==> config.mk <==
export PLATFORM = sky130hd
export DESIGN_NAME = custom_isa_instruction_decoder
export DESIGN_NICKNAME = d
export VERILOG_FILES = /design/src/rtl/core/cid_pkg.sv /design/src/rtl/core/custom_isa_instruction_decoder.sv /design/src/rtl/core/cid_decode.sv
export SDC_FILE = /design/constraint.sdc
export NUM_CORES = 1
export LEC_CHECK = 0
export ABC_CLOCK_PERIOD_IN_PS = 4250
export BUFFER_PORTS_ARGS = -buffer_cell sky130_fd_sc_hd__buf_2
export CAP_MARGIN = 20
export CORE_UTILIZATION = 54
export CTS_CLUSTER_SIZE = 8
export DETAILED_ROUTE_END_ITERATION = 10
export GPL_ROUTABILITY_DRIVEN = 1
export PLACE_DENSITY = 0.8
export SYNTH_ARGS = -nofsm -noshare
export SYNTH_HDL_FRONTEND = slang
export SYNTH_HIERARCHICAL = 1
export SYNTH_SLANG_ARGS = --single-unit
==> constraint.sdc <==
create_clock -name clk -period 4.25 [get_ports clk]
set_clock_uncertainty 0.05 [all_clocks]
set_input_delay 0.6375 -clock clk [delete_from_list [all_inputs] [get_ports clk]]
set_output_delay 0.6375 -clock clk [all_outputs]
set_load 0.01 [all_outputs]
==> src/rtl/core/cid_pkg.sv <==
package cid_pkg;

	// Field widths of one request and one result.
	localparam int unsigned WordW = 32;
	localparam int unsigned LineW = 32;
	localparam int unsigned RegW  = 6;
	localparam int unsigned MnW   = 6;
	localparam int unsigned CntW  = 2;
	localparam int unsigned ErrW  = 2;

	// Major opcodes, bits 4:0 of the word.
	localparam logic [4:0] OP_LOAD   = 5'h00;
	localparam logic [4:0] OP_IMM    = 5'h04;
	localparam logic [4:0] OP_STORE  = 5'h08;
	localparam logic [4:0] OP_INT_R  = 5'h0c;
	localparam logic [4:0] OP_LUI    = 5'h0d;
	localparam logic [4:0] OP_FLT_R  = 5'h14;
	localparam logic [4:0] OP_BRANCH = 5'h18;
	localparam logic [4:0] OP_JALR   = 5'h19;
	localparam logic [4:0] OP_JAL    = 5'h1b;

	// funct7 codes of the float group.
	localparam logic [5:0] F7_FADD  = 6'h00;
	localparam logic [5:0] F7_FSUB  = 6'h02;
	localparam logic [5:0] F7_FMUL  = 6'h04;
	localparam logic [5:0] F7_FDIV  = 6'h06;
	localparam logic [5:0] F7_FLE   = 6'h28;
	localparam logic [5:0] F7_FEQ   = 6'h38;
	localparam logic [5:0] F7_FSQRT = 6'h16;
	localparam logic [5:0] F7_FLOOR = 6'h0a;
	localparam logic [5:0] F7_ITOF  = 6'h34;
	localparam logic [5:0] F7_FTOI  = 6'h3c;

	typedef enum logic [MnW-1:0] {
		MN_ADD   = 6'd0,  MN_AND   = 6'd1,  MN_OR    = 6'd2,  MN_XOR   = 6'd3,
		MN_SLL   = 6'd4,  MN_SRA   = 6'd5,  MN_SUB   = 6'd6,  MN_SLT   = 6'd7,
		MN_SLTU  = 6'd8,  MN_SRL   = 6'd9,  MN_SLLI  = 6'd10, MN_SRLI  = 6'd11,
		MN_SRAI  = 6'd12, MN_NOP   = 6'd13, MN_ADDI  = 6'd14, MN_ANDI  = 6'd15,
		MN_ORI   = 6'd16, MN_XORI  = 6'd17, MN_JALR  = 6'd18, MN_JR    = 6'd19,
		MN_LW    = 6'd20, MN_LBU   = 6'd21, MN_BLT   = 6'd22, MN_BEQ   = 6'd23,
		MN_BNE   = 6'd24, MN_BGE   = 6'd25, MN_J     = 6'd26, MN_JAL   = 6'd27,
		MN_SW    = 6'd28, MN_SB    = 6'd29, MN_FADD  = 6'd30, MN_FSUB  = 6'd31,
		MN_FMUL  = 6'd32, MN_FDIV  = 6'd33, MN_FLE   = 6'd34, MN_FEQ   = 6'd35,
		MN_FSQRT = 6'd36, MN_FLOOR = 6'd37, MN_ITOF  = 6'd38, MN_FTOI  = 6'd39,
		MN_LUI   = 6'd40
	} mnem_t;

	typedef enum logic [ErrW-1:0] {
		ERR_NONE   = 2'd0,
		ERR_SUBENC = 2'd1,
		ERR_UNIMPL = 2'd2
	} err_t;

	typedef struct packed {
		mnem_t             mnemonic;
		logic [RegW-1:0]   first_reg;
		logic [RegW-1:0]   second_reg;
		logic [RegW-1:0]   third_reg;
		logic [WordW-1:0]  immediate_value;
		logic [CntW-1:0]   operand_count;
		err_t              error_code;
	} dec_t;

endpackage

==> src/rtl/core/custom_isa_instruction_decoder.sv <==
// Instruction decoder for the custom RISC-V-like ISA.
// Input channel (s_*): one request per accepted beat carries a 32-bit instruction
// word and a 32-bit program line number. Output channel (m_*): one result per
// request, in order, with the mnemonic number, up to three register indices,
// the sign-extended immediate, the operand count, an error code and the line
// number copied from the request.
// The request is captured in the input register, decoded by combinational
// logic and captured in the result register, from which it is shown.
// Throughput is one request per cycle while the receiver does not stall.
// When the receiver stalls, the result register holds its beat and the input
// register still takes one more request, so s_tready drops only when both
// registers are full and m_tready is low. Reset clears both valid flags; no
// request is pending afterwards and s_tready is high.
module custom_isa_instruction_decoder (
	input  logic        clk,
	input  logic        arst_n,
	input  logic        s_tvalid,
	output logic        s_tready,
	input  logic [63:0] s_tdata,  // [31:0] instruction_word, [63:32] line_number
	output logic        m_tvalid,
	input  logic        m_tready,
	output logic [95:0] m_tdata   // [5:0] mnemonic, [11:6] first_reg, [17:12] second_reg,
	                              // [23:18] third_reg, [55:24] immediate_value,
	                              // [57:56] operand_count, [59:58] error_code,
	                              // [91:60] line_out, [95:92] zero
);

	logic                          valid_s1;
	logic [cid_pkg::WordW-1:0]     word_s1;
	logic [cid_pkg::LineW-1:0]     line_s1;
	logic                          valid_s2;
	cid_pkg::dec_t                 dec_s2;
	logic [cid_pkg::LineW-1:0]     line_s2;
	cid_pkg::dec_t                 dec_comb;
	logic                          adv_s2;
	logic                          take_s1;

	// The result register can load whenever it is empty or being drained.
	assign adv_s2  = !valid_s2 || m_tready;
	// The input register can load whenever it is empty or its content moves on this cycle.
	assign s_tready = !valid_s1 || adv_s2;
	assign take_s1  = s_tvalid && s_tready;

	always_ff @(posedge clk or negedge arst_n) begin
		if (!arst_n) begin
			valid_s1 <= 1'b0;
		end else if (s_tready) begin
			valid_s1 <= s_tvalid;
		end
	end

	always_ff @(posedge clk) begin
		if (take_s1) begin
			word_s1 <= s_tdata[31:0];
			line_s1 <= s_tdata[63:32];
		end
	end

	cid_decode u_decode (
		.word (word_s1),
		.dec  (dec_comb)
	);

	always_ff @(posedge clk or negedge arst_n) begin
		if (!arst_n) begin
			valid_s2 <= 1'b0;
		end else if (adv_s2) begin
			valid_s2 <= valid_s1;
		end
	end

	always_ff @(posedge clk) begin
		if (adv_s2 && valid_s1) begin
			dec_s2  <= dec_comb;
			line_s2 <= line_s1;
		end
	end

	assign m_tvalid = valid_s2;
	assign m_tdata  = {4'd0,
	                   line_s2,
	                   dec_s2.error_code,
	                   dec_s2.operand_count,
	                   dec_s2.immediate_value,
	                   dec_s2.third_reg,
	                   dec_s2.second_reg,
	                   dec_s2.first_reg,
	                   dec_s2.mnemonic};

endmodule

==> src/rtl/core/cid_decode.sv <==
module cid_decode (
	input  logic [cid_pkg::WordW-1:0] word,
	output cid_pkg::dec_t             dec
);

	logic [4:0] op;
	logic [5:0] rd;
	logic [5:0] rs1;
	logic [5:0] rs2;
	logic [2:0] f3;
	logic [5:0] f7;
	logic [31:0] imm_i;
	logic [31:0] imm_b;
	logic [31:0] imm_s;
	logic [31:0] imm_j;
	logic [31:0] imm_sh;
	logic [31:0] imm_u;
	cid_pkg::dec_t raw;

	assign op  = word[4:0];
	assign rd  = word[10:5];
	assign f3  = word[13:11];
	assign rs1 = word[19:14];
	assign rs2 = word[25:20];
	assign f7  = word[31:26];

	assign imm_i  = {{20{word[31]}}, word[31:20]};
	assign imm_b  = {{18{word[31]}}, word[31:26], word[10:5], 2'b00};
	assign imm_s  = {{20{word[31]}}, word[31:26], word[10:5]};
	assign imm_j  = {{12{word[31]}}, word[19:12], word[20], word[30:21], 1'b0};
	assign imm_sh = {27'd0, word[24:20]};
	assign imm_u  = {word[31:11], 11'd0};

	always_comb begin
		raw = '0;
		raw.mnemonic = cid_pkg::MN_ADD;
		raw.error_code = cid_pkg::ERR_NONE;
		unique case (op)
			cid_pkg::OP_INT_R: begin
				raw.first_reg = rd;
				raw.second_reg = rs1;
				raw.third_reg = rs2;
				raw.operand_count = 2'd3;
				if (f7 == 6'd1) begin
					if (f3 == 3'd3) raw.mnemonic = cid_pkg::MN_SLTU;
					else if (f3 == 3'd5) raw.mnemonic = cid_pkg::MN_SRL;
					else raw.error_code = cid_pkg::ERR_SUBENC;
				end else if (f7 == 6'd0) begin
					unique case (f3)
						3'd0: raw.mnemonic = cid_pkg::MN_ADD;
						3'd1: raw.mnemonic = cid_pkg::MN_SLL;
						3'd2: raw.mnemonic = cid_pkg::MN_SUB;
						3'd3: raw.mnemonic = cid_pkg::MN_SLT;
						3'd4: raw.mnemonic = cid_pkg::MN_XOR;
						3'd5: raw.mnemonic = cid_pkg::MN_SRA;
						3'd6: raw.mnemonic = cid_pkg::MN_OR;
						default: raw.mnemonic = cid_pkg::MN_AND;
					endcase
				end else begin
					raw.error_code = cid_pkg::ERR_SUBENC;
				end
			end
			cid_pkg::OP_IMM: begin
				raw.first_reg = rd;
				raw.second_reg = rs1;
				raw.operand_count = 2'd2;
				if (f3[1:0] == 2'b01) begin
					raw.immediate_value = imm_sh;
					if (f3 == 3'd1) raw.mnemonic = cid_pkg::MN_SLLI;
					else if (f7 == 6'd1) raw.mnemonic = cid_pkg::MN_SRLI;
					else if (f7 == 6'd0) raw.mnemonic = cid_pkg::MN_SRAI;
					else raw.error_code = cid_pkg::ERR_SUBENC;
				end else begin
					raw.immediate_value = imm_i;
					unique case (f3)
						3'd0: raw.mnemonic = (rd == 6'd0) ? cid_pkg::MN_NOP : cid_pkg::MN_ADDI;
						3'd7: raw.mnemonic = cid_pkg::MN_ANDI;
						3'd6: raw.mnemonic = cid_pkg::MN_ORI;
						3'd4: raw.mnemonic = cid_pkg::MN_XORI;
						default: raw.error_code = cid_pkg::ERR_SUBENC;
					endcase
				end
			end
			cid_pkg::OP_BRANCH: begin
				raw.first_reg = rs1;
				raw.second_reg = rs2;
				raw.operand_count = 2'd2;
				raw.immediate_value = imm_b;
				unique case (f3)
					3'd4: raw.mnemonic = cid_pkg::MN_BLT;
					3'd0: raw.mnemonic = cid_pkg::MN_BEQ;
					3'd1: raw.mnemonic = cid_pkg::MN_BNE;
					3'd6: raw.mnemonic = cid_pkg::MN_BGE;
					default: raw.error_code = cid_pkg::ERR_SUBENC;
				endcase
			end
			cid_pkg::OP_JAL: begin
				raw.first_reg = rd;
				raw.operand_count = 2'd2;
				raw.immediate_value = imm_j;
				raw.mnemonic = (rd == 6'd0) ? cid_pkg::MN_J : cid_pkg::MN_JAL;
			end
			cid_pkg::OP_JALR: begin
				raw.immediate_value = imm_i;
				if (f3 != 3'd0) begin
					raw.error_code = cid_pkg::ERR_SUBENC;
				end else if (rd != 6'd0) begin
					raw.mnemonic = cid_pkg::MN_JALR;
					raw.first_reg = rd;
					raw.second_reg = rs1;
					raw.operand_count = 2'd2;
				end else begin
					// With no link register the jump takes only its base register.
					raw.mnemonic = cid_pkg::MN_JR;
					raw.first_reg = rs1;
					raw.operand_count = 2'd1;
				end
			end
			cid_pkg::OP_LOAD: begin
				raw.first_reg = rd;
				raw.second_reg = rs1;
				raw.operand_count = 2'd2;
				raw.immediate_value = imm_i;
				if (f3 == 3'd2) raw.mnemonic = cid_pkg::MN_LW;
				else if (f3 == 3'd4) raw.mnemonic = cid_pkg::MN_LBU;
				else raw.error_code = cid_pkg::ERR_SUBENC;
			end
			cid_pkg::OP_STORE: begin
				raw.first_reg = rs2;
				raw.second_reg = rs1;
				raw.operand_count = 2'd2;
				raw.immediate_value = imm_s;
				if (f3 == 3'd2) raw.mnemonic = cid_pkg::MN_SW;
				else if (f3 == 3'd4) raw.mnemonic = cid_pkg::MN_SB;
				else raw.error_code = cid_pkg::ERR_SUBENC;
			end
			cid_pkg::OP_FLT_R: begin
				raw.first_reg = rd;
				raw.second_reg = rs1;
				raw.third_reg = rs2;
				raw.operand_count = 2'd3;
				if (f3 != 3'd0) begin
					raw.error_code = cid_pkg::ERR_SUBENC;
				end else begin
					unique case (f7)
						cid_pkg::F7_FADD: raw.mnemonic = cid_pkg::MN_FADD;
						cid_pkg::F7_FSUB: raw.mnemonic = cid_pkg::MN_FSUB;
						cid_pkg::F7_FMUL: raw.mnemonic = cid_pkg::MN_FMUL;
						cid_pkg::F7_FDIV: raw.mnemonic = cid_pkg::MN_FDIV;
						cid_pkg::F7_FLE:  raw.mnemonic = cid_pkg::MN_FLE;
						cid_pkg::F7_FEQ:  raw.mnemonic = cid_pkg::MN_FEQ;
						default: begin
							// Single-source float ops require an all-zero rs2 field.
							raw.operand_count = 2'd2;
							if (rs2 != 6'd0) raw.error_code = cid_pkg::ERR_SUBENC;
							else if (f7 == cid_pkg::F7_FSQRT) raw.mnemonic = cid_pkg::MN_FSQRT;
							else if (f7 == cid_pkg::F7_FLOOR) raw.mnemonic = cid_pkg::MN_FLOOR;
							else if (f7 == cid_pkg::F7_ITOF) raw.mnemonic = cid_pkg::MN_ITOF;
							else if (f7 == cid_pkg::F7_FTOI) raw.mnemonic = cid_pkg::MN_FTOI;
							else raw.error_code = cid_pkg::ERR_SUBENC;
						end
					endcase
				end
			end
			cid_pkg::OP_LUI: begin
				raw.first_reg = rd;
				raw.operand_count = 2'd1;
				raw.immediate_value = imm_u;
				raw.mnemonic = cid_pkg::MN_LUI;
			end
			default: raw.error_code = cid_pkg::ERR_UNIMPL;
		endcase
	end

	// A rejected word reports only its error code.
	always_comb begin
		dec = raw;
		if (raw.error_code != cid_pkg::ERR_NONE) begin
			dec = '0;
			dec.mnemonic = cid_pkg::MN_ADD;
			dec.error_code = raw.error_code;
		end
	end

endmodule

==> summary.md, run 1 <==
| Metric | Value |
|---|---|
| Outcome | finished, final reports clean |
| Main synth FF type | edfxtp_1 |
| Dpl hpwl | 11.3 mm |
| Layout cells sized above 1 | 0.398 |
| Worst Path Required | 4360 ps |
| Post-CTS sizing | 0 |
| Overflow after GRT | 0 |
| Most frequent cells in the layout | 161 x buf_2, 156 x edfxtp_1, 43 x nor2_4 |
| Yosys warnings | 6 |
| Cell area power density | 444 nW/µm² |
| GP Congestion | 0.993 |
| Met3 usage | 0.0944 |
| Antenna diode count | 0 |
| Die ar. | 13,600 µm² |
| Die W | 117 µm |
| Design Area, Final | 8470 µm² |
| Commonest non-fill, non-tap cell in the layout | buf_2 |
| Setup Buffers After CTS | 0 |
| Drt drc | 0 |
| Register bit count reported by yosys | 158 |
| Synth-to-layout area growth | 19.3% |
| Final nets | 712 |
| Detailed Route WL | 16.3 mm |
| Pin count of the biggest net entering global routing | 65 |
| Post-synth top area cell | edfxtp_1 |
| M1 GR Usage | 0.319 |
| Period utilisation layout | 0.786 |
| Async SR Flop Fraction | 0.0127 |
| Setup Total Neg Slack | 0 ps |
| DR vias | 4,735 |
| Worst relative slew slack | 0.315 |
| Mapped Area | 7100 µm² |
| Worst-path fanout max | 27 |
| Clock transition at path regs | 60 ps |
| Routing usage on met2 | 0.384 |
| Core area | 12,700 µm² |
| # H-tree levels | 4 |
| DP Area | 7890 µm² |
| CTS Buf Count | 17 |
| TritonCTS clock tree | done |
| CTS Root Cell | clkbuf_16 |
| Hold_buf cts | 1 |
| First-pass GRT wire length | 24.2 mm |
| Post-synthesis sequential area ratio | 0.667 |
| Crit Path Class | flop to flop |
| Total power | 3.76 mW |
| Final Hold Fails | 0 |
| Mean Syn Cell Area | 14.4 µm² |
| Via density | 5.72 |
| Worst path slowest cell | nor4_1 |
| Gr usage total | 0.249 |
| Drt first pass iters | 6 |
| Max clock buf depth | 2 |
| Max VDD drop | 0.330 mV |
| RSZ-0062 raised after global routing | false |
| Site Rows | 41 |
| Top area cells in the synthesized netlist | edfxtp_1 66%, nor2_4 6.8%, a21oi_1 2.9% |
| Fin crit period | 3340 ps |
| Worst Max-Slew Pin Slew | 1020 ps |
| Setup crit start kind | flop |
| Vias in the first global route | 4,485 |
| Peak Freq | 299 MHz |
| CTS sink cnt | 158 |
| Cells after synthesis | 493 |
| Crit. End Element | flop |
| GR peak layer | met2 |
| CP arrival | 3450 ps |
| Crit path largest cell delay | 780 ps |
| Initial Utilization | 0.558 |
| DR WL/cell | 19.7 µm |
| EDFF count, synth | 156 |
| Distinct cell type count after synthesis | 71 |
| Leak | 3.05 nW |
| Number of max-cap violations | 0 |
| Worst-skew pair later-pin latency | 430 ps |
| Final setup fails | 0 |
| I/O pins | 166 |
| Port Buffers | 161 |
| Die Height | 117 µm |
| DRT iter0 DRCs | 547 |
| Worst hold path class | primary input to flop |
| Detail Route Antenna Nets | 0 |
| Share of the synthesized area in the top cell type | 0.660 |
| Initial antenna violation count | 0 |
| Slew Viols, Final | 0 |
| Critical path, cell by cell | nor4_1, a41o_1, o311a_1, o22ai_1, or4b_4, buf_4, nor2_2 |
-- final cells by class --
class / instances / area (µm²)
Timing Repair Buffer: 169 / 881
Fill cell: 930 / 4260
Clock buffer: 18 / 429
Sequential cell: 158 / 4730
Inverter: 4 / 15.0
Multi-Input combinational cell: 294 / 2050
Clock inverter: 13 / 140
Tap cell: 172 / 215
-- metal layers --
| layer | vias to the layer above | wire, µm |
|---|---|---|
| met5 | - | 0 |
| met4 | 0 | 316 |
| met3 | 29 | 1650 |
| met2 | 262 | 7740 |
| met1 | 2249 | 6570 |
| li1 | 2195 | - |
-- cell usage after synthesis, drive strengths merged, types with 3 or more instances --
master and number:
edfxtp 156, nor2 68, a21oi 47, nand2 35, clkbuf 21, buf 18, nor3 12, o21ai 12
a221oi 10, nand2b 8, a22oi 7, a22o 6, nand3 6, a31oi 5, nor2b 5, nor4 5
a211oi 4, nand3b 4, o221ai 4, a222oi 3, inv 3, nor3b 3, o211ai 3, o22ai 3
or3 3, or4 3
-- sequential cells by signal (all words and copies together) (netlist names) --
name and count:
m_tdata 60, word_s1 32, line_s2 32, valid_s1 1, line_s1 32, m_tvalid 1
-- per-stage QoR --
step | util | hold slack [ps] | worst slack [ps] | instances
6_report | 0.665 | 333 | 908 | 828
2_1_floorplan | - | 292 | 858 | 496
4_1_cts | 0.665 | 317 | 955 | 828
3_5_place_dp | 0.620 | 355 | 965 | 796
5_1_grt | 0.665 | 313 | 752 | 828
3_3_place_gp | 0.620 | 351 | 1020 | 796
-- final timing paths --
kind,from,end,slack [ps],cells after the start
min reg2reg,line_s1[17],line_s2[17],370,0
max in group asynchronous,arst_n,valid_s1,3580,2
min,s_tdata[29],word_s1[29],330,1
max reg2reg,word_s1[4],m_tdata[11],910,7
max,word_s1[4],m_tdata[11],910,7
min in group asynchronous,arst_n,m_tvalid,480,2
-- critical path: cells and delay by family (launching register included) --
kind | cells | cell delay [ps]
buffers and inverters | 1 | 380
AND/OR/NAND/NOR | 3 | 1560
AO/OA/AOI/OAI | 3 | 410
flip-flops | 1 | 660
-- cell families after synthesis --
kind of cell	count (synthesis)	synth area share
XOR/XNOR	1	0.00123
AND/OR/NAND/NOR	164	0.161
multiplexers	3	0.00441
flip-flops	158	0.667
AO/OA/AOI/OAI	122	0.119
other	1	0.000528
buffers and inverters	44	0.0471
-- report_power, final --
group / internal (mW) / total (mW) / switching, mW
clock: 0.863 / 1.47 / 0.605
combinational: 0.126 / 0.367 / 0.241
sequential: 1.84 / 1.92 / 0.0782
total: 2.83 / 3.76 / 0.924
(Power assumes the default switching activity.)
==> run 2: changes to the inputs <==
- ABC_AREA: default -> 1
- ABC_CLOCK_PERIOD_IN_PS: 4250 -> 3300
- CORE_UTILIZATION: 54 -> 53
- clock period: 4.25 -> 3.3 ns (I/O delays scaled with it)
==> summary.md, run 2 <==
| Metric | Value |
|---|---|
| Crit path largest cell delay | 520 ps (was 780 ps) |
| Top area cells in the synthesized netlist | edfxtp_1 71%, nor2_1 5.6%, nand2_1 5.4% (was edfxtp_1 66%, nor2_4 6.8%, a21oi_1 2.9%) |
| Worst hold path class | primary input to flop (unchanged) |
| Hold path start | s_tdata[57] (was s_tdata[29]) |
| Mean Syn Cell Area | 12.0 µm² (was 14.4 µm²) |
| Slew Viols, Final | 0 (unchanged) |
| Setup crit start kind | flop (unchanged) |
| Die W | 113 µm (was 117 µm) |
| Critical path launch point | word_s1[31] (was word_s1[4]) |
| Layout cells sized above 1 | 0.314 (was 0.398) |
| Crit. End Element | flop (unchanged) |
| Post-synthesis sequential area ratio | 0.721 (was 0.667) |
| Final setup fails | 0 (unchanged) |
| Pin count of the biggest net entering global routing | 53 (was 65) |
| Worst r2r src | word_s1[31] (was word_s1[4]) |
| Cells after synthesis | 549 (was 493) |
| Max VDD drop | 0.379 mV (was 0.330 mV) |
| Worst-path fanout max | 52 (was 27) |
| RSZ-0062 raised after global routing | false (unchanged) |
| Overflow after GRT | 0 (unchanged) |
| # H-tree levels | 4 (unchanged) |
| Most frequent cells after synthesis | 156 x edfxtp_1, 98 x nor2_1, 95 x nand2_1, 49 x inv_1, 24 x nor2_2 (was 156 x edfxtp_1, 43 x nor2_4, 41 x a21oi_1, 35 x nand2_1, 24 x nor2_1) |
| Fin crit period | 2640 ps (was 3340 ps) |
| Core area | 12,100 µm² (was 12,700 µm²) |
| Outcome | finished, final reports clean (unchanged) |
| Final nets | 791 (was 712) |
| Detail Route Antenna Nets | 0 (unchanged) |
| Final Hold Fails | 0 (unchanged) |
| EDFF count, synth | 156 (unchanged) |
| Largest family of logic cells by synthesized area | simple AND/OR/NAND/NOR gates (unchanged) |
| Die ar. | 12,800 µm² (was 13,600 µm²) |
| Worst-skew pair later-pin latency | 420 ps (was 430 ps) |
| Compound-gate portion of the synthesized area | 0.0608 (was 0.119) |
| Yosys warnings | 6 (unchanged) |
| Clock transition at path regs | 60 ps (about the same) |
| Post-synth top area cell | edfxtp_1 (unchanged) |
| Die Height | 113 µm (was 117 µm) |
| Share of the synthesized area in the top cell type | 0.713 (was 0.660) |
| CTS Root Cell | clkbuf_16 (unchanged) |
| Setup Total Neg Slack | 0 ps (unchanged) |
| First-pass GRT wire length | 22.1 mm (was 24.2 mm) |
| Critical path, cell by cell | nor2_4, nand3_2, nor2_1, nand2_1, nand2_1, nand2_1, nor2_2, nand3_4, nor2_1 (was nor4_1, a41o_1, o311a_1, o22ai_1, or4b_4, buf_4, nor2_2) |
| Async SR Flop Fraction | 0.0127 (unchanged) |
| GP Congestion | 0.877 (was 0.993) |
| Period utilisation layout | 0.799 (was 0.786) |
| Mux contribution to synthesized area | 0 (was 0.00441) |
| Gr usage total | 0.231 (was 0.249) |
| Dpl hpwl | 10.0 mm (was 11.3 mm) |
| Max FFs per register | 60 (unchanged) |
| Worst path slowest cell | nand3_4 (was nor4_1) |
| Drt first pass iters | 5 (was 6) |
| CTS Buf Count | 17 (unchanged) |
| Via density | 5.15 (was 5.72) |
| Register bit count reported by yosys | 158 (unchanged) |
| Hold slack | 198 ps (was 333 ps) |
| Post-Synth Simple-Gate Area | 0.171 (was 0.161) |
| Number of max-cap violations | 0 (unchanged) |
| Peak Freq | 379 MHz (was 299 MHz) |
| Worst Path Required | 3480 ps (was 4360 ps) |
| TritonCTS clock tree | done (unchanged) |
| Detailed Route WL | 14.0 mm (was 16.3 mm) |
| Site Rows | 40 (was 41) |
| Synth-to-layout area growth | 23.3% (was 19.3%) |
| Cell area power density | 572 nW/µm² (was 444 nW/µm²) |
| DR WL/cell | 15.5 µm (was 19.7 µm) |
| Port Buffers | 161 (unchanged) |
| Post-Synth Adder-Cell Area | 0 (unchanged) |
| Max clock buf depth | 2 (unchanged) |
| Most frequent cell after synthesis | edfxtp_1 (unchanged) |
| Mapped Area | 6570 µm² (was 7100 µm²) |
| I/O pins | 166 (unchanged) |
| Synth Area in XOR/XNOR | 0 (was 0.00123) |
| Most frequent cells in the layout | 161 x buf_2, 156 x edfxtp_1, 98 x nor2_1 (was 161 x buf_2, 156 x edfxtp_1, 43 x nor2_4) |
| Worst Max-Slew Pin Slew | 698 ps (was 1020 ps) |
| Vias in the first global route | 4,484 (was 4,485) |
| Initial antenna violation count | 0 (unchanged) |
| Initial Utilization | 0.545 (was 0.558) |
| Distinct cell type count after synthesis | 31 (was 71) |
| CTS sink cnt | 158 (unchanged) |
| Worst relative slew slack | 0.535 (was 0.315) |
| Main synth FF type | edfxtp_1 (unchanged) |
| Drt drc | 0 (unchanged) |
| Most frequent CP cell | nand2_1 |
| Crit Path Class | flop to flop (unchanged) |
| DR vias | 4,652 (was 4,735) |
| CP arrival | 2820 ps (was 3450 ps) |
| Commonest non-fill, non-tap cell in the layout | buf_2 (unchanged) |
| Leak | 3.41 nW (was 3.05 nW) |
| DRT iter0 DRCs | 434 (was 547) |
| Antenna diode count | 0 (unchanged) |
-- run 2: cell count changes in the layout (fill, tap and decap cells not counted), moves of 10 or more --
cell / previous run / this run
a21oi_1: 41 / 22
a221oi_1: 10 / 0
inv_1: 3 / 48
nand2_1: 35 / 95
nand3_1: 6 / 22
nor2_1: 24 / 98
nor2_2: 1 / 24
nor2_4: 43 / 2
-- run 2: kinds of logic (layout without fill, tap and decap cells) --
group,after synthesis,count (layout)
AOI/OAI and AO/OA,68,68
buffers and inverters,66,250
DFF,158,158
other,1,4
and+or+nand+nor,256,256
-- run 2: worst max-delay path, delay by kind of cell (launching register included) --
family           cells  cell delay, ps
flip-flops           1             510
AND/OR/NAND/NOR      9            1860
-- run 2: area by class of cell --
type | instances | area [µm²]
Clock buffer | 18 | 429
Multi-Input combinational cell | 328 | 1550
Fill cell | 901 | 3960
Sequential cell | 158 | 4730
Inverter | 51 | 191
Timing Repair Buffer | 167 | 866
Tap cell | 168 | 210
Clock inverter | 14 | 118
-- run 2: per-stage QoR --
stage	setup WS (ps)	cells	util	cell area, µm²	power [mW]
6_report	662	904	0.671	8100	4.63
5_1_grt	466	904	0.671	8100	4.79
4_1_cts	685	904	0.671	8100	4.68
3_5_place_dp	708	871	0.625	7540	2.88
3_3_place_gp	834	871	0.625	7540	2.87
2_1_floorplan	688	552	-	6590	2.71
-- run 2: final timing paths --
kind                               end  slack (ps)  depth (start not counted)
max                        m_tdata[12]         660                          9
min in group asynchronous     m_tvalid         340                          2
min reg2reg                line_s2[12]         370                          0
max reg2reg                m_tdata[12]         660                          9
min                        line_s1[25]         200                          1
max in group asynchronous     valid_s1        2770                          2
-- run 2: where the power goes --
| part | total (mW) | internal (mW) | switching [mW] |
|---|---|---|---|
| combinational | 0.405 | 0.133 | 0.272 |
| clock | 1.79 | 1.03 | 0.758 |
| sequential | 2.44 | 2.37 | 0.0637 |
-- run 2: timing repair --
item | in CTS | in global routing
hold buffers | 1 | 0
buffers inserted | 0 | 0
gates resized for setup | 0 | 0
hold endpoints to repair | 2 | 0
-- run 2: per-layer routing --
layer,track usage,part of all wire,up-vias
met5,0,0,-
met4,0.0974,0.015,0
met3,0.0825,0.091,18
met2,0.371,0.47,234
met1,0.286,0.42,2160
li1,-,-,2240
==> run 3: changes to the inputs <==
- ABC_CLOCK_PERIOD_IN_PS: 3300 -> 2800
- clock period: 3.3 -> 2.8 ns (I/O delays scaled with it)
==> summary.md, run 3 (synthesis results as in run 2) <==
| Metric | Value |
|---|---|
| Outcome | finished, final reports clean (unchanged) |
| DR WL/cell | 16.1 µm (was 15.5 µm) |
| Initial antenna violation count | 0 (unchanged) |
| Net switching power | 1.27 mW (was 1.09 mW) |
| Utilization after layout | 0.675 (was 0.671) |
| Die Height | 113 µm (unchanged) |
| Slew Viols, Final | 0 (unchanged) |
| Antenna diode count | 0 (unchanged) |
| Part of the power in registers | 0.518 (was 0.526) |
| Total power | 5.54 mW (was 4.63 mW) |
| I/O pins | 166 (unchanged) |
| Clock transition at path regs | 60 ps (about the same) |
| Initial Utilization | 0.545 (unchanged) |
| Layout cells sized above 1 | 0.313 (was 0.314) |
| FILL cells | 858 (was 901) |
| Core area | 12,100 µm² (unchanged) |
| Cell area power density | 681 nW/µm² (was 572 nW/µm²) |
| Setup Buffers After CTS | 0 (unchanged) |
| Crit path largest cell delay | 500 ps (was 520 ps) |
| # H-tree levels | 4 (unchanged) |
| DR vias | 4,724 (was 4,652) |
| Die ar. | 12,800 µm² (unchanged) |
| Critical path, cell by cell | nand3_2, inv_1, nand2_1, nand4_1, nor2_1, nand2_1, nand3_4, buf_12, nor2_1 (was nor2_4, nand3_2, nor2_1, nand2_1, nand2_1, nand2_1, nor2_2, nand3_4, nor2_1) |
| Detail Route Antenna Nets | 0 (unchanged) |
| Int Pwr | 4.27 mW (was 3.54 mW) |
| Final setup fails | 0 (unchanged) |
| CP arrival | 2450 ps (was 2820 ps) |
| Crit. End Element | flop (unchanged) |
| Final Hold Fails | 0 (unchanged) |
| Synth-to-layout area growth | 24.0% (was 23.3%) |
| Post-CTS sizing | 0 (unchanged) |
| Fin crit period | 2340 ps (was 2640 ps) |
| GP Congestion | 0.862 (was 0.877) |
| Drt drc | 0 (unchanged) |
| Drt first pass iters | 5 (unchanged) |
| Max clock buf depth | 2 (unchanged) |
| Max FFs per register | 60 (unchanged) |
| Period utilisation layout | 0.834 (was 0.799) |
| Site Rows | 40 (unchanged) |
| Placed insts | 872 (was 871) |
| Number of max-cap violations | 0 (unchanged) |
| Finished Layout Cells | 905 (was 904) |
| DRT iter0 DRCs | 446 (was 434) |
| Clock power share | 0.393 (was 0.387) |
| Leak | 3.42 nW (was 3.41 nW) |
| Detailed Route WL | 14.6 mm (was 14.0 mm) |
| Crit Path Class | flop to flop (unchanged) |
| Worst hold path class | primary input to flop (unchanged) |
| Pin count of the biggest net entering global routing | 93 (was 53) |
| Setup Total Neg Slack | 0 ps (unchanged) |
| Die W | 113 µm (unchanged) |
| Setup crit start kind | flop (unchanged) |
| RSZ-0062 raised after global routing | false (unchanged) |
| TritonCTS clock tree | done (unchanged) |
| Hold slack | 119 ps (was 198 ps) |
| CTS sink cnt | 158 (unchanged) |
| Worst-skew pair later-pin latency | 420 ps (about the same) |
| Via density | 5.22 (was 5.15) |
| Vias in the first global route | 4,551 (was 4,484) |
| Worst Path Required | 2910 ps (was 3480 ps) |
| Worst Max-Slew Pin Slew | 641 ps (was 698 ps) |
| Port Buffers | 161 (unchanged) |
| Combinational Power Share | 0.089 (was 0.087) |
| Worst-path fanout max | 42 (was 52) |
| Peak Freq | 428 MHz (was 379 MHz) |
| Dpl hpwl | 10.5 mm (was 10.0 mm) |
| Sw Share | 0.230 (was 0.236) |
| Max VDD drop | 0.619 mV (was 0.379 mV) |
| Overflow after GRT | 0 (unchanged) |
| Commonest non-fill, non-tap cell in the layout | buf_2 (unchanged) |
| CTS Root Cell | clkbuf_16 (unchanged) |
| Worst path slowest cell | edfxtp_1 (was nand3_4) |
| Gr usage total | 0.239 (was 0.231) |
| Most frequent cells in the layout | 161 x buf_2, 156 x edfxtp_1, 98 x nor2_1 (unchanged) |
| Final nets | 792 (was 791) |
| CTS Buf Count | 17 (unchanged) |
| First-pass GRT wire length | 22.6 mm (was 22.1 mm) |
| Worst relative slew slack | 0.573 (was 0.535) |
==> run 3: critical path: cells and delay by family, from the launching register on <==
kind / cells / cell delay, ps
flops: 1 / 500
buf+inv: 2 / 330
simple gates: 7 / 1180
==> run 3: cell type report <==
type | count | area, µm² | share of cell area
clock inverters | 10 | 115 | 0.0141
flip-flops and latches | 158 | 4730 | 0.581
clock buffers | 22 | 444 | 0.0545
repair buffers | 168 | 898 | 0.110
inverters | 51 | 191 | 0.0235
multi-input cells | 328 | 1550 | 0.190
well taps | 168 | 210 | 0.0258
==> run 3: timing repair <==
action | CTS | global route
setup endpoints to repair | 0 | 0
hold buffers | 1 | 0
endpoints found under the hold margin | 2 | 0
==> run 3: through the flow <==
stage	setup WS, ps	instance area, µm²
global route	257	8140
detailed placement	508	7570
global placement	534	7570
floorplan	263	6590
finish	464	8140
CTS	489	8140
==> run 3: final timing paths <==
check	startpoint	to	slack (ps)	depth (start not counted)
max in group asynchronous	arst_n	m_tvalid	2330	2
worst min register to register	line_s1[17]	line_s2[17]	370	0
worst max register to register	word_s1[4]	m_tdata[53]	460	9
worst max-delay path	word_s1[4]	m_tdata[53]	460	9
min in group asynchronous	arst_n	valid_s1	270	2
worst min-delay path	s_tdata[22]	word_s1[22]	120	1
==> run 3: per-layer routing <==
layer	global-route usage	part of all wire
met3	0.0702	0.097
met2	0.373	0.48
met1	0.309	0.40
met4	0.112	0.027
met5	0	0
==> run 3: power by group through the flow <==
stage	Combinational (mW)	Clock, mW	Sequential, mW
3_3_place_gp	0.481	0	2.91
4_1_cts	0.494	2.21	2.87
5_1_grt	0.540	2.31	2.89
3_5_place_dp	0.491	0	2.92
6_report	0.492	2.18	2.87
2_1_floorplan	0.241	0	2.96
